$ cat src/rtl/bst_pkg.sv
`timescale 1ns / 1ps
// ---------------------------------------------------------------------------
// bst_pkg: types, constants and scan functions of the byte stream tokenizer
// Holds the scan state, the bundle of up to three result items that one
// input item causes, the keyword table and the per-byte scan step.
// ---------------------------------------------------------------------------
package bst_pkg;

   localparam int unsigned MaxResults = 3;

   typedef enum logic [3:0] {
      MODE_IDLE    = 4'd0,
      MODE_STR     = 4'd1,
      MODE_NUM     = 4'd2,
      MODE_IDENT   = 4'd3,
      MODE_COMMENT = 4'd4,
      MODE_GT      = 4'd5,
      MODE_LT      = 4'd6,
      MODE_EQ      = 4'd7,
      MODE_BANG    = 4'd8,
      MODE_SLASH   = 4'd9
   } scan_mode_type;

   typedef enum logic [4:0] {
      KIND_EOF       = 5'd0,
      KIND_STRING    = 5'd1,
      KIND_NUMBER    = 5'd2,
      KIND_FLOAT     = 5'd3,
      KIND_GT        = 5'd4,
      KIND_GE        = 5'd5,
      KIND_LT        = 5'd6,
      KIND_LE        = 5'd7,
      KIND_ASSIGN    = 5'd8,
      KIND_EQ        = 5'd9,
      KIND_NE        = 5'd10,
      KIND_SHOW      = 5'd11,
      KIND_WONDERING = 5'd12,
      KIND_OMAE      = 5'd13,
      KIND_WA        = 5'd14,
      KIND_BOOL      = 5'd15,
      KIND_IDENT     = 5'd16,
      KIND_PLUS      = 5'd17,
      KIND_MINUS     = 5'd18,
      KIND_MUL       = 5'd19,
      KIND_DIV       = 5'd20,
      KIND_LPAREN    = 5'd21,
      KIND_RPAREN    = 5'd22,
      KIND_LBRACE    = 5'd23,
      KIND_RBRACE    = 5'd24
   } token_kind_type;

   // Keywords, left aligned in 72 bits, index 0 in the lowest slot
   localparam logic [5:0][71:0] KW_TEXT = {
      {"false", 32'h0},
      {"true", 40'h0},
      {"wa", 56'h0},
      {"omae", 40'h0},
      {"wondering"},
      {"show", 40'h0}
   };
   localparam logic [5:0][3:0] KW_LEN = {4'd5, 4'd4, 4'd2, 4'd4, 4'd9, 4'd4};
   localparam logic [5:0][4:0] KW_KIND = {
      KIND_BOOL, KIND_BOOL, KIND_WA, KIND_OMAE, KIND_WONDERING, KIND_SHOW
   };

   typedef struct packed {
      scan_mode_type mode;
      logic          seen_dot;
      logic [5:0]    cand;
      logic [3:0]    len;
   } scan_state_type;

   localparam scan_state_type IdleState = '{
      mode: MODE_IDLE, seen_dot: 1'b0, cand: 6'h3f, len: 4'd0
   };

   typedef struct packed {
      logic       byte_valid;
      logic [7:0] text_byte;
      logic       token_done;
      logic [4:0] token_kind;
   } rsp_item_type;

   typedef struct packed {
      rsp_item_type [MaxResults-1:0] item;
      logic [1:0]                    count;
   } rsp_bundle_type;

   typedef struct packed {
      scan_state_type st;
      rsp_bundle_type b;
   } scan_ctx_type;

   function automatic logic is_digit(input logic [7:0] c);
      return c >= "0" && c <= "9";
   endfunction

   function automatic logic is_alpha(input logic [7:0] c);
      return (c >= "a" && c <= "z") || (c >= "A" && c <= "Z");
   endfunction

   function automatic logic is_space(input logic [7:0] c);
      return c == " " || (c >= 8'd9 && c <= 8'd13);
   endfunction

   function automatic logic is_word(input logic [7:0] c);
      return is_alpha(c) || is_digit(c) || c == "_";
   endfunction

   // Pick one character of a left aligned keyword
   function automatic logic [7:0] kw_char(input logic [71:0] text, input logic [3:0] pos);
      logic [7:0] ch;
      ch = 8'h00;
      for (int j = 0; j < 9; j++) begin
         if (pos == 4'(j)) ch = text[71-8*j -: 8];
      end
      return ch;
   endfunction

   // Append one result item; drop beyond the bundle size
   function automatic scan_ctx_type put(input scan_ctx_type ctx, input logic bv,
                                        input logic [7:0] data, input logic done,
                                        input logic [4:0] kind);
      scan_ctx_type r;
      r = ctx;
      if (ctx.b.count != 2'd3) begin
         r.b.item[ctx.b.count].byte_valid = bv;
         r.b.item[ctx.b.count].text_byte  = bv ? data : 8'h00;
         r.b.item[ctx.b.count].token_done = done;
         r.b.item[ctx.b.count].token_kind = done ? kind : 5'd0;
         r.b.count = ctx.b.count + 2'd1;
      end
      return r;
   endfunction

   // Advance the keyword candidate flags by one identifier byte
   function automatic scan_state_type feed_ident(input scan_state_type st,
                                                 input logic [7:0] c);
      scan_state_type r;
      r = st;
      for (int k = 0; k < 6; k++) begin
         r.cand[k] = st.cand[k] && (st.len < KW_LEN[k]) && (kw_char(KW_TEXT[k], st.len) == c);
      end
      if (st.len != 4'd15) r.len = st.len + 4'd1;
      return r;
   endfunction

   // First keyword still matching at full length, else identifier
   function automatic logic [4:0] ident_kind(input scan_state_type st);
      logic [4:0] kind;
      kind = KIND_IDENT;
      for (int k = 5; k >= 0; k--) begin
         if (st.cand[k] && st.len == KW_LEN[k]) kind = KW_KIND[k];
      end
      return kind;
   endfunction

   // Close the open token, then return to idle
   function automatic scan_ctx_type close_open(input scan_ctx_type ctx);
      scan_ctx_type r;
      logic         has_kind;
      logic [4:0]   kind;
      logic [1:0]   last;
      r        = ctx;
      has_kind = 1'b0;
      kind     = KIND_EOF;
      unique case (ctx.st.mode)
         MODE_STR: begin
            has_kind = 1'b1;
            kind     = KIND_STRING;
         end
         MODE_NUM: begin
            has_kind = 1'b1;
            kind     = ctx.st.seen_dot ? KIND_FLOAT : KIND_NUMBER;
         end
         MODE_IDENT: begin
            has_kind = 1'b1;
            kind     = ident_kind(ctx.st);
         end
         MODE_GT:    r = put(r, 1'b1, ">", 1'b1, KIND_GT);
         MODE_LT:    r = put(r, 1'b1, "<", 1'b1, KIND_LT);
         MODE_EQ:    r = put(r, 1'b1, "=", 1'b1, KIND_ASSIGN);
         MODE_SLASH: r = put(r, 1'b1, "/", 1'b1, KIND_DIV);
         default: ;
      endcase
      if (has_kind) begin
         last = r.b.count - 2'd1;
         // Ride the marker on an open text byte, else send it alone
         if (r.b.count != 2'd0 && r.b.item[last].byte_valid && !r.b.item[last].token_done)
         begin
            r.b.item[last].token_done = 1'b1;
            r.b.item[last].token_kind = kind;
         end else begin
            r = put(r, 1'b0, 8'h00, 1'b1, kind);
         end
      end
      r.st = IdleState;
      return r;
   endfunction

   // Scan a byte from idle
   function automatic scan_ctx_type start_token(input scan_ctx_type ctx, input logic [7:0] c);
      scan_ctx_type r;
      r    = ctx;
      r.st = IdleState;
      if (is_space(c)) begin
         r.st.mode = MODE_IDLE;
      end else if (c == "\"") begin
         r.st.mode = MODE_STR;
      end else if (is_digit(c)) begin
         r.st.mode = MODE_NUM;
         r = put(r, 1'b1, c, 1'b0, KIND_EOF);
      end else if (is_alpha(c) || c == "_") begin
         r.st      = feed_ident(r.st, c);
         r.st.mode = MODE_IDENT;
         r = put(r, 1'b1, c, 1'b0, KIND_EOF);
      end else begin
         unique case (c)
            ">": r.st.mode = MODE_GT;
            "<": r.st.mode = MODE_LT;
            "=": r.st.mode = MODE_EQ;
            "!": r.st.mode = MODE_BANG;
            "/": r.st.mode = MODE_SLASH;
            "+": r = put(r, 1'b1, c, 1'b1, KIND_PLUS);
            "-": r = put(r, 1'b1, c, 1'b1, KIND_MINUS);
            "*": r = put(r, 1'b1, c, 1'b1, KIND_MUL);
            "(": r = put(r, 1'b1, c, 1'b1, KIND_LPAREN);
            ")": r = put(r, 1'b1, c, 1'b1, KIND_RPAREN);
            "{": r = put(r, 1'b1, c, 1'b1, KIND_LBRACE);
            "}": r = put(r, 1'b1, c, 1'b1, KIND_RBRACE);
            default: ;
         endcase
      end
      return r;
   endfunction

   // Scan one valid nonzero byte in the current mode
   function automatic scan_ctx_type scan_byte(input scan_ctx_type ctx, input logic [7:0] c);
      scan_ctx_type r;
      logic [7:0]   first;
      logic [4:0]   kind;
      r = ctx;
      unique case (ctx.st.mode)
         MODE_STR: begin
            if (c == "\"") r = close_open(r);
            else r = put(r, 1'b1, c, 1'b0, KIND_EOF);
         end
         MODE_NUM: begin
            if (is_digit(c)) begin
               r = put(r, 1'b1, c, 1'b0, KIND_EOF);
            end else if (c == "." && !ctx.st.seen_dot) begin
               r.st.seen_dot = 1'b1;
               r = put(r, 1'b1, c, 1'b0, KIND_EOF);
            end else if (c == ".") begin
               r = close_open(r);
            end else begin
               r = start_token(close_open(r), c);
            end
         end
         MODE_IDENT: begin
            if (is_word(c)) begin
               r.st = feed_ident(r.st, c);
               r = put(r, 1'b1, c, 1'b0, KIND_EOF);
            end else begin
               r = start_token(close_open(r), c);
            end
         end
         MODE_COMMENT: begin
            if (c == 8'h0a) r.st = IdleState;
         end
         MODE_GT, MODE_LT, MODE_EQ: begin
            if (c == "=") begin
               first = (ctx.st.mode == MODE_GT) ? 8'(">") :
                       ((ctx.st.mode == MODE_LT) ? 8'("<") : 8'("="));
               kind  = (ctx.st.mode == MODE_GT) ? KIND_GE :
                       ((ctx.st.mode == MODE_LT) ? KIND_LE : KIND_EQ);
               r = put(r, 1'b1, first, 1'b0, KIND_EOF);
               r = put(r, 1'b1, "=", 1'b1, kind);
               r.st = IdleState;
            end else begin
               r = start_token(close_open(r), c);
            end
         end
         MODE_BANG: begin
            if (c == "=") begin
               r = put(r, 1'b1, "!", 1'b0, KIND_EOF);
               r = put(r, 1'b1, "=", 1'b1, KIND_NE);
               r.st = IdleState;
            end else begin
               r = start_token(r, c);
            end
         end
         MODE_SLASH: begin
            if (c == "/") r.st.mode = MODE_COMMENT;
            else r = start_token(close_open(r), c);
         end
         default: r = start_token(r, c);
      endcase
      return r;
   endfunction

endpackage

$ cat src/rtl/byte_stream_tokenizer_core.sv
`timescale 1ns / 1ps
// ---------------------------------------------------------------------------
// byte_stream_tokenizer_core: streaming lexical scanner
// Takes one source byte per item and streams token text bytes and done
// markers that carry the token kind.
// ---------------------------------------------------------------------------
// Usage:
//   req_* carries one source byte per item (tdata), with has_char in tuser
//   and the end-of-text flag in tlast. rsp_* carries result items: byte
//   valid, text byte and done flag in tdata, the token kind in tuser, and
//   tlast on the final result caused by one input item.
//   An accepted item is scanned in the cycle of acceptance; its results
//   (zero to three) sit in a result bundle register and leave one per cycle
//   while the receiver is ready, the first in the cycle after acceptance.
//   The single result channel drains the bundle. The next item is accepted
//   in the cycle the last result of the bundle is taken, so there is no bubble.
//   Items causing no result go through at one per cycle while no bundle is pending.
//   Reset returns the scanner to idle and empties the bundle.
//   When the receiver stalls, the current result holds and req_tready stays
//   low while a bundle is pending.
// ---------------------------------------------------------------------------
module byte_stream_tokenizer_core (
   input  logic        clock,
   input  logic        reset,
   input  logic        req_tvalid,
   output logic        req_tready,
   input  logic [7:0]  req_tdata,   // [7:0] char_byte
   input  logic        req_tuser,   // [0] has_char
   input  logic        req_tlast,   // end_of_text
   output logic        rsp_tvalid,
   input  logic        rsp_tready,
   output logic [15:0] rsp_tdata,   // [0] byte_valid, [8:1] text_byte, [9] token_done
   output logic [4:0]  rsp_tuser,   // [4:0] token_kind
   output logic        rsp_tlast    // last_of_run
);

   bst_pkg::scan_state_type state_ff;
   bst_pkg::rsp_bundle_type bundle_ff;
   bst_pkg::rsp_bundle_type bundle_in;
   logic                    pend_valid_ff;
   logic [1:0]              idx_ff;
   bst_pkg::scan_ctx_type   ctx;
   bst_pkg::rsp_item_type   cur_item;
   logic                    end_flag;
   logic                    req_accept;
   logic                    rsp_take;
   logic                    last_idx;

   // Scan the incoming item against the current state
   always_comb begin
      ctx.st   = state_ff;
      ctx.b    = '0;
      end_flag = req_tlast || (req_tuser && req_tdata == 8'h00);
      if (req_tuser && req_tdata != 8'h00) ctx = bst_pkg::scan_byte(ctx, req_tdata);
      if (end_flag) begin
         ctx    = bst_pkg::close_open(ctx);
         ctx    = bst_pkg::put(ctx, 1'b0, 8'h00, 1'b1, bst_pkg::KIND_EOF);
         ctx.st = bst_pkg::IdleState;
      end
      bundle_in = ctx.b;
   end

   // Handshakes
   assign last_idx   = (idx_ff == bundle_ff.count - 2'd1);
   assign rsp_take   = rsp_tvalid && rsp_tready;
   assign req_tready = !pend_valid_ff || (rsp_tready && last_idx);
   assign req_accept = req_tvalid && req_tready;

   // Advance scan state
   always_ff @(posedge clock) begin
      if (reset) begin
         state_ff <= bst_pkg::IdleState;
      end else if (req_accept) begin
         state_ff <= ctx.st;
      end
   end

   // Load the result bundle and step through it
   always_ff @(posedge clock) begin
      if (reset) begin
         pend_valid_ff <= 1'b0;
         idx_ff        <= 2'd0;
      end else begin
         if (rsp_take) begin
            if (last_idx) pend_valid_ff <= 1'b0;
            else idx_ff <= idx_ff + 2'd1;
         end
         if (req_accept && bundle_in.count != 2'd0) begin
            pend_valid_ff <= 1'b1;
            idx_ff        <= 2'd0;
         end
      end
   end

   // Hold bundle payload
   always_ff @(posedge clock) begin
      if (req_accept && bundle_in.count != 2'd0) bundle_ff <= bundle_in;
   end

   // Drive the result channel
   always_comb begin
      cur_item = (idx_ff == 2'd3) ? '0 : bundle_ff.item[idx_ff];
   end

   assign rsp_tvalid = pend_valid_ff;
   assign rsp_tdata  = {6'd0, cur_item.token_done, cur_item.text_byte, cur_item.byte_valid};
   assign rsp_tuser  = cur_item.token_kind;
   assign rsp_tlast  = last_idx;

`ifndef SYNTHESIS
   // A pending bundle is never empty and the index stays inside it
   a_bundle_index: assert property (@(posedge clock) disable iff (reset)
      pend_valid_ff |-> (bundle_ff.count != 2'd0 && idx_ff < bundle_ff.count))
      else $error("result index outside pending bundle");

   // A new item is taken only when the bundle is empty or draining its last result
   a_accept_room: assert property (@(posedge clock) disable iff (reset)
      req_tready |-> (!rsp_tvalid || (rsp_tlast && rsp_tready)))
      else $error("item accepted while results still pending");

   // Taking the last result with no new item leaves the channel idle
   a_drain_idle: assert property (@(posedge clock) disable iff (reset)
      (rsp_take && rsp_tlast && !req_accept) |=> !rsp_tvalid)
      else $error("result channel busy after bundle drained");
`endif

endmodule

$ cat config.mk
export PLATFORM = sky130hd
export DESIGN_NAME = byte_stream_tokenizer_core
export DESIGN_NICKNAME = d
export VERILOG_FILES = /design/src/rtl/bst_pkg.sv /design/src/rtl/byte_stream_tokenizer_core.sv
export SDC_FILE = /design/constraint.sdc
export NUM_CORES = 1
export LEC_CHECK = 0
export ABC_CLOCK_PERIOD_IN_PS = 6000
export BUFFER_PORTS_ARGS = -buffer_cell sky130_fd_sc_hd__buf_2
export CAP_MARGIN = 20
export CELL_PAD_IN_SITES_DETAIL_PLACEMENT = 1
export CELL_PAD_IN_SITES_GLOBAL_PLACEMENT = 2
export CORE_MARGIN = 4
export CORE_UTILIZATION = 34
export CTS_CLUSTER_SIZE = 24
export DETAILED_ROUTE_END_ITERATION = 6
export PLACE_DENSITY = 0.78
export RECOVER_POWER = 50
export SYNTH_ARGS = -nofsm -noshare
export SYNTH_HDL_FRONTEND = slang
export SYNTH_SLANG_ARGS = --single-unit
$ cat constraint.sdc
create_clock -name clock -period 6 [get_ports clock]
set_clock_uncertainty 0.1 [all_clocks]
set_input_delay 0.3 -clock clock [delete_from_list [all_inputs] [get_ports clock]]
set_output_delay 0.3 -clock clock [all_outputs]
set_load 0.05 [all_outputs]
==> reports/summary.txt <==
FP Rows = 56
Routed Antenna Nets = 0
# diodes = 0
Clock latency on the worst-skew pair = 0.33 ns
Hold WC Path Type = input port to flip-flop
Final worst slack = 0.354 ns
Worst path max stage delay = 0.55 ns
Path depth of the worst reg2reg path = 17
Hold bufs inserted after CTS = 0
CTS root buffer = clkbuf_16
Pwr Density = 174 mW/mm^2
Crit-path slowest cell = or4b_1
Share of cells above drive strength 1 = 16.2%
H-tree depth = 3
Core box area = 0.0235 mm^2
Flops & latches, synth = 65
CP max FO = 32
Number of synthesized flops with an enable pin = 47
Area post-placement = 0.00912 mm^2
Area of the multi-input gates = 0.00595 mm^2
Origin of the critical flop-to-flop path = state_ff[11]
Port-buffer cells = 31
CTS tree = yes
Global placement routability congestion = 0.989
Clock network power share = 30.2%
CTS Buffer Depth = 2
P_sw = 0.598 mW
Die H = 163 um
Mapped Cells = 1,105
Post-CTS Setup Bufs = 0
Cell area after synthesis = 0.00814 mm^2
Worst-path clk slew = 0.05 ns
Starting Density = 34.6%
R2R Path End = bundle_ff[2]
Layout area overhead = 15.1%
YS warnings = 0
Total number of vias = 9,553
Post-CTS sizing = 0
R2R setup slack = 0.35 ns
Asr flop ratio synth = 0%
Max-cap violation count = 0
First-pass GRT wire length = 61.8 mm
DRC Markers = 0
Reg area = 0.00177 mm^2
Fin crit period = 5.65 ns
Per-cell routed wire length = 27.3 um
Setup violations, final = 0
Total gr overflow = 0
Hold EP = state_ff[1]
CP Launch Type = flip-flop
Post-route cell area = 0.00937 mm^2
Worst hold start = reset
RSZ-0062 raised after global routing = no
Synth cell types = 109
Slew @ Worst Pin = 1.00 ns
CP Capture Type = flip-flop
Total GRT Usage = 30.3%
Vias in the first global route = 9,681
Starting DRT DRC Count = 1,158
FILL cells = 2,983
Setup CP Type = flip-flop to flip-flop
Final Max Slew Viols = 0
Final HPWL DP = 32.1 mm
Comb pwr share = 36.2%
Die ar. = 0.0265 mm^2
Slew HR = 33.0%
Die width = 163 um
TNS Setup = 0 ns
Mean post-synth cell area = 7.36 um^2
WP data arrival = 5.62 ns
Sink Count = 65
Initial DRT Pass Iterations = 5
Post-Route WL = 40.7 mm
Setup Slack @ Placement = 0.436 ns
Num CTS Buffers = 9
Final period util = 94.1%
Vias per cell = 6.42
Sw Share = 36.7%
Peak VDD IR = 140 uV
Fmax = 177 MHz
Hold_ws = 0.251 ns
Reg power frac = 33.5%
Top_reg_cell synth = edfxtp_1
Largest net degree at the start of global routing = 34
Worst-path cell chain = clkbuf_1 > or4b_1 > a21oi_1 > nand4_2 > nor3_1 > a221oi_4 > o21ai_1 > a31oi_4 > or2_2 > and2_1 > ha_1 > nor4_4 > clkbuf_4 > nor4_2 > mux2_1 > o31a_2 > buf_12
Sequential share of the synthesized area = 21.8%
Leakage power = 3.32 nW
Initial antenna violation count = 0
Hold Path Stages = 2
Status = finished, final reports clean
Endpoints failing hold = 0
Critical Path RT = 5.97 ns
Int Power = 1.03 mW
I/O pin count = 38
Total Nets Final = 1,197
[layer usage]
metal  routed length, um  up-vias  global-route usage, %
met1               17800     4688                   42.4
met4                1860        0                   12.8
met5                   0        -                      0
met3                3020      118                   4.07
li1                    -     4276                      -
met2               18000      471                   47.1
[placed cells by master (no fill, tap or decap), types with 8 or more instances in the layout]
master | synthesis | final
inv_1 | 16 | 16
dfxtp_1 | 18 | 18
and3_1 | 17 | 17
or2_2 | 11 | 11
a211oi_1 | 12 | 12
buf_4 | 6 | 91
and2_1 | 16 | 15
o21ai_0 | 90 | 90
nor2_1 | 140 | 140
a31oi_1 | 25 | 25
o211ai_1 | 8 | 8
edfxtp_1 | 47 | 47
clkbuf_1 | 63 | 22
xor2_1 | 10 | 10
nand2_1 | 89 | 89
o22ai_1 | 22 | 22
buf_2 | 11 | 13
a22oi_1 | 18 | 18
ha_1 | 19 | 19
nor4_1 | 10 | 10
nand4_1 | 11 | 11
nand3_1 | 32 | 32
nor2b_1 | 20 | 20
clkbuf_16 | 0 | 9
conb_1 | 1 | 8
a21oi_1 | 103 | 102
nor3_1 | 36 | 36
mux2i_1 | 27 | 27
a21o_1 | 9 | 9
nand2b_1 | 28 | 28
xnor2_1 | 9 | 9
[through the flow]
| stage | power (mW) | util [%] | std cells |
|---|---|---|---|
| 6_report | 1.63 | 39.8 | 1488 |
| 5_1_grt | 1.70 | 39.8 | 1488 |
| 4_1_cts | 1.64 | 39.9 | 1487 |
| 3_5_place_dp | 1.14 | 38.7 | 1471 |
| 3_3_place_gp | 1.13 | 38.7 | 1470 |
| 2_1_floorplan | 0.931 | - | 1112 |
[worst max path at each step]
stage | depth (start not counted) | startpoint | slack, ns | end
after floorplan | 18 | req_tdata[6] | 0.005 | bundle_ff[0]
after global placement | 18 | req_tdata[1] | 0.47 | bundle_ff[6]
after detailed placement | 18 | req_tdata[5] | 0.44 | bundle_ff[32]
after CTS | 17 | state_ff[11] | 0.50 | bundle_ff[2]
after global routing | 18 | state_ff[11] | 0.04 | bundle_ff[37]
final | 17 | state_ff[11] | 0.35 | bundle_ff[2]
[cell usage after synthesis, drive strengths merged, types with 6 or more instances]
master | instances | share of area [%]
a211oi | 12 | 1.1
a21o | 9 | 0.83
a21oi | 104 | 6.4
a22oi | 18 | 1.7
a311oi | 7 | 0.83
a31oi | 28 | 2.6
and2 | 17 | 1.3
and3 | 18 | 1.4
buf | 26 | 1.8
clkbuf | 63 | 2.9
dfxtp | 18 | 4.4
edfxtp | 47 | 17
ha | 19 | 2.9
inv | 17 | 0.78
mux2 | 11 | 1.6
mux2i | 27 | 3.3
nand2 | 89 | 4.1
nand2b | 28 | 2.2
nand3 | 32 | 2.0
nand4 | 12 | 1.0
nor2 | 141 | 6.5
nor2b | 20 | 1.5
nor3 | 40 | 2.7
nor3b | 6 | 0.69
nor4 | 13 | 1.3
o211ai | 8 | 0.74
o21ai | 96 | 6.1
o221ai | 7 | 0.75
o22ai | 22 | 1.7
o31ai | 6 | 0.72
or2 | 12 | 0.92
or3 | 7 | 0.54
xnor2 | 10 | 1.2
xor2 | 10 | 1.1
[cell families (layout without fill, tap and decap cells)]
kind of cell    after synthesis  in the layout  synth area share (%)
buf+inv                     107            164                  5.57
mux                          38             38                  4.89
compound gates              390            390                  32.7
other cells                   1              8                0.0461
xor+xnor                     20             20                  2.24
simple gates                465            465                  29.8
fa+ha+maj                    19             19                  2.92
flops                        65             65                  21.8
[area by class of cell]
| cell class | instances | share of cell area (%) |
|---|---|---|
| multi-input cells | 940 | 63.5 |
| flip-flops and latches | 65 | 18.9 |
| repair buffers | 130 | 9.58 |
| well taps | 319 | 4.26 |
| clock buffers | 11 | 2.48 |
| inverters | 18 | 0.721 |
| clock inverters | 5 | 0.494 |
[power groups by stage]
stage | Combinational, mW | Clock [mW] | Sequential [mW]
6_report | 0.590 | 0.492 | 0.546
5_1_grt | 0.627 | 0.522 | 0.549
4_1_cts | 0.589 | 0.502 | 0.546
3_5_place_dp | 0.586 | 0 | 0.555
3_3_place_gp | 0.582 | 0 | 0.552
2_1_floorplan | 0.380 | 0 | 0.550
[critical path: cells and delay by family, from the launching register on]
family	cells	cell delay [ns]
AND/OR/NAND/NOR	7	2.09
AO/OA/AOI/OAI	5	1.30
adder cells (fa/ha/maj)	1	0.34
buffers and inverters	3	0.66
flip-flops	1	0.51
multiplexers	1	0.37
[state kept, by name, indices dropped and copies added (netlist names)]
register    cells
bundle_ff      47
state_ff       15
idx_ff          2
rsp_tvalid      1
No activity file was read; power rests on OpenSTA's default activity.
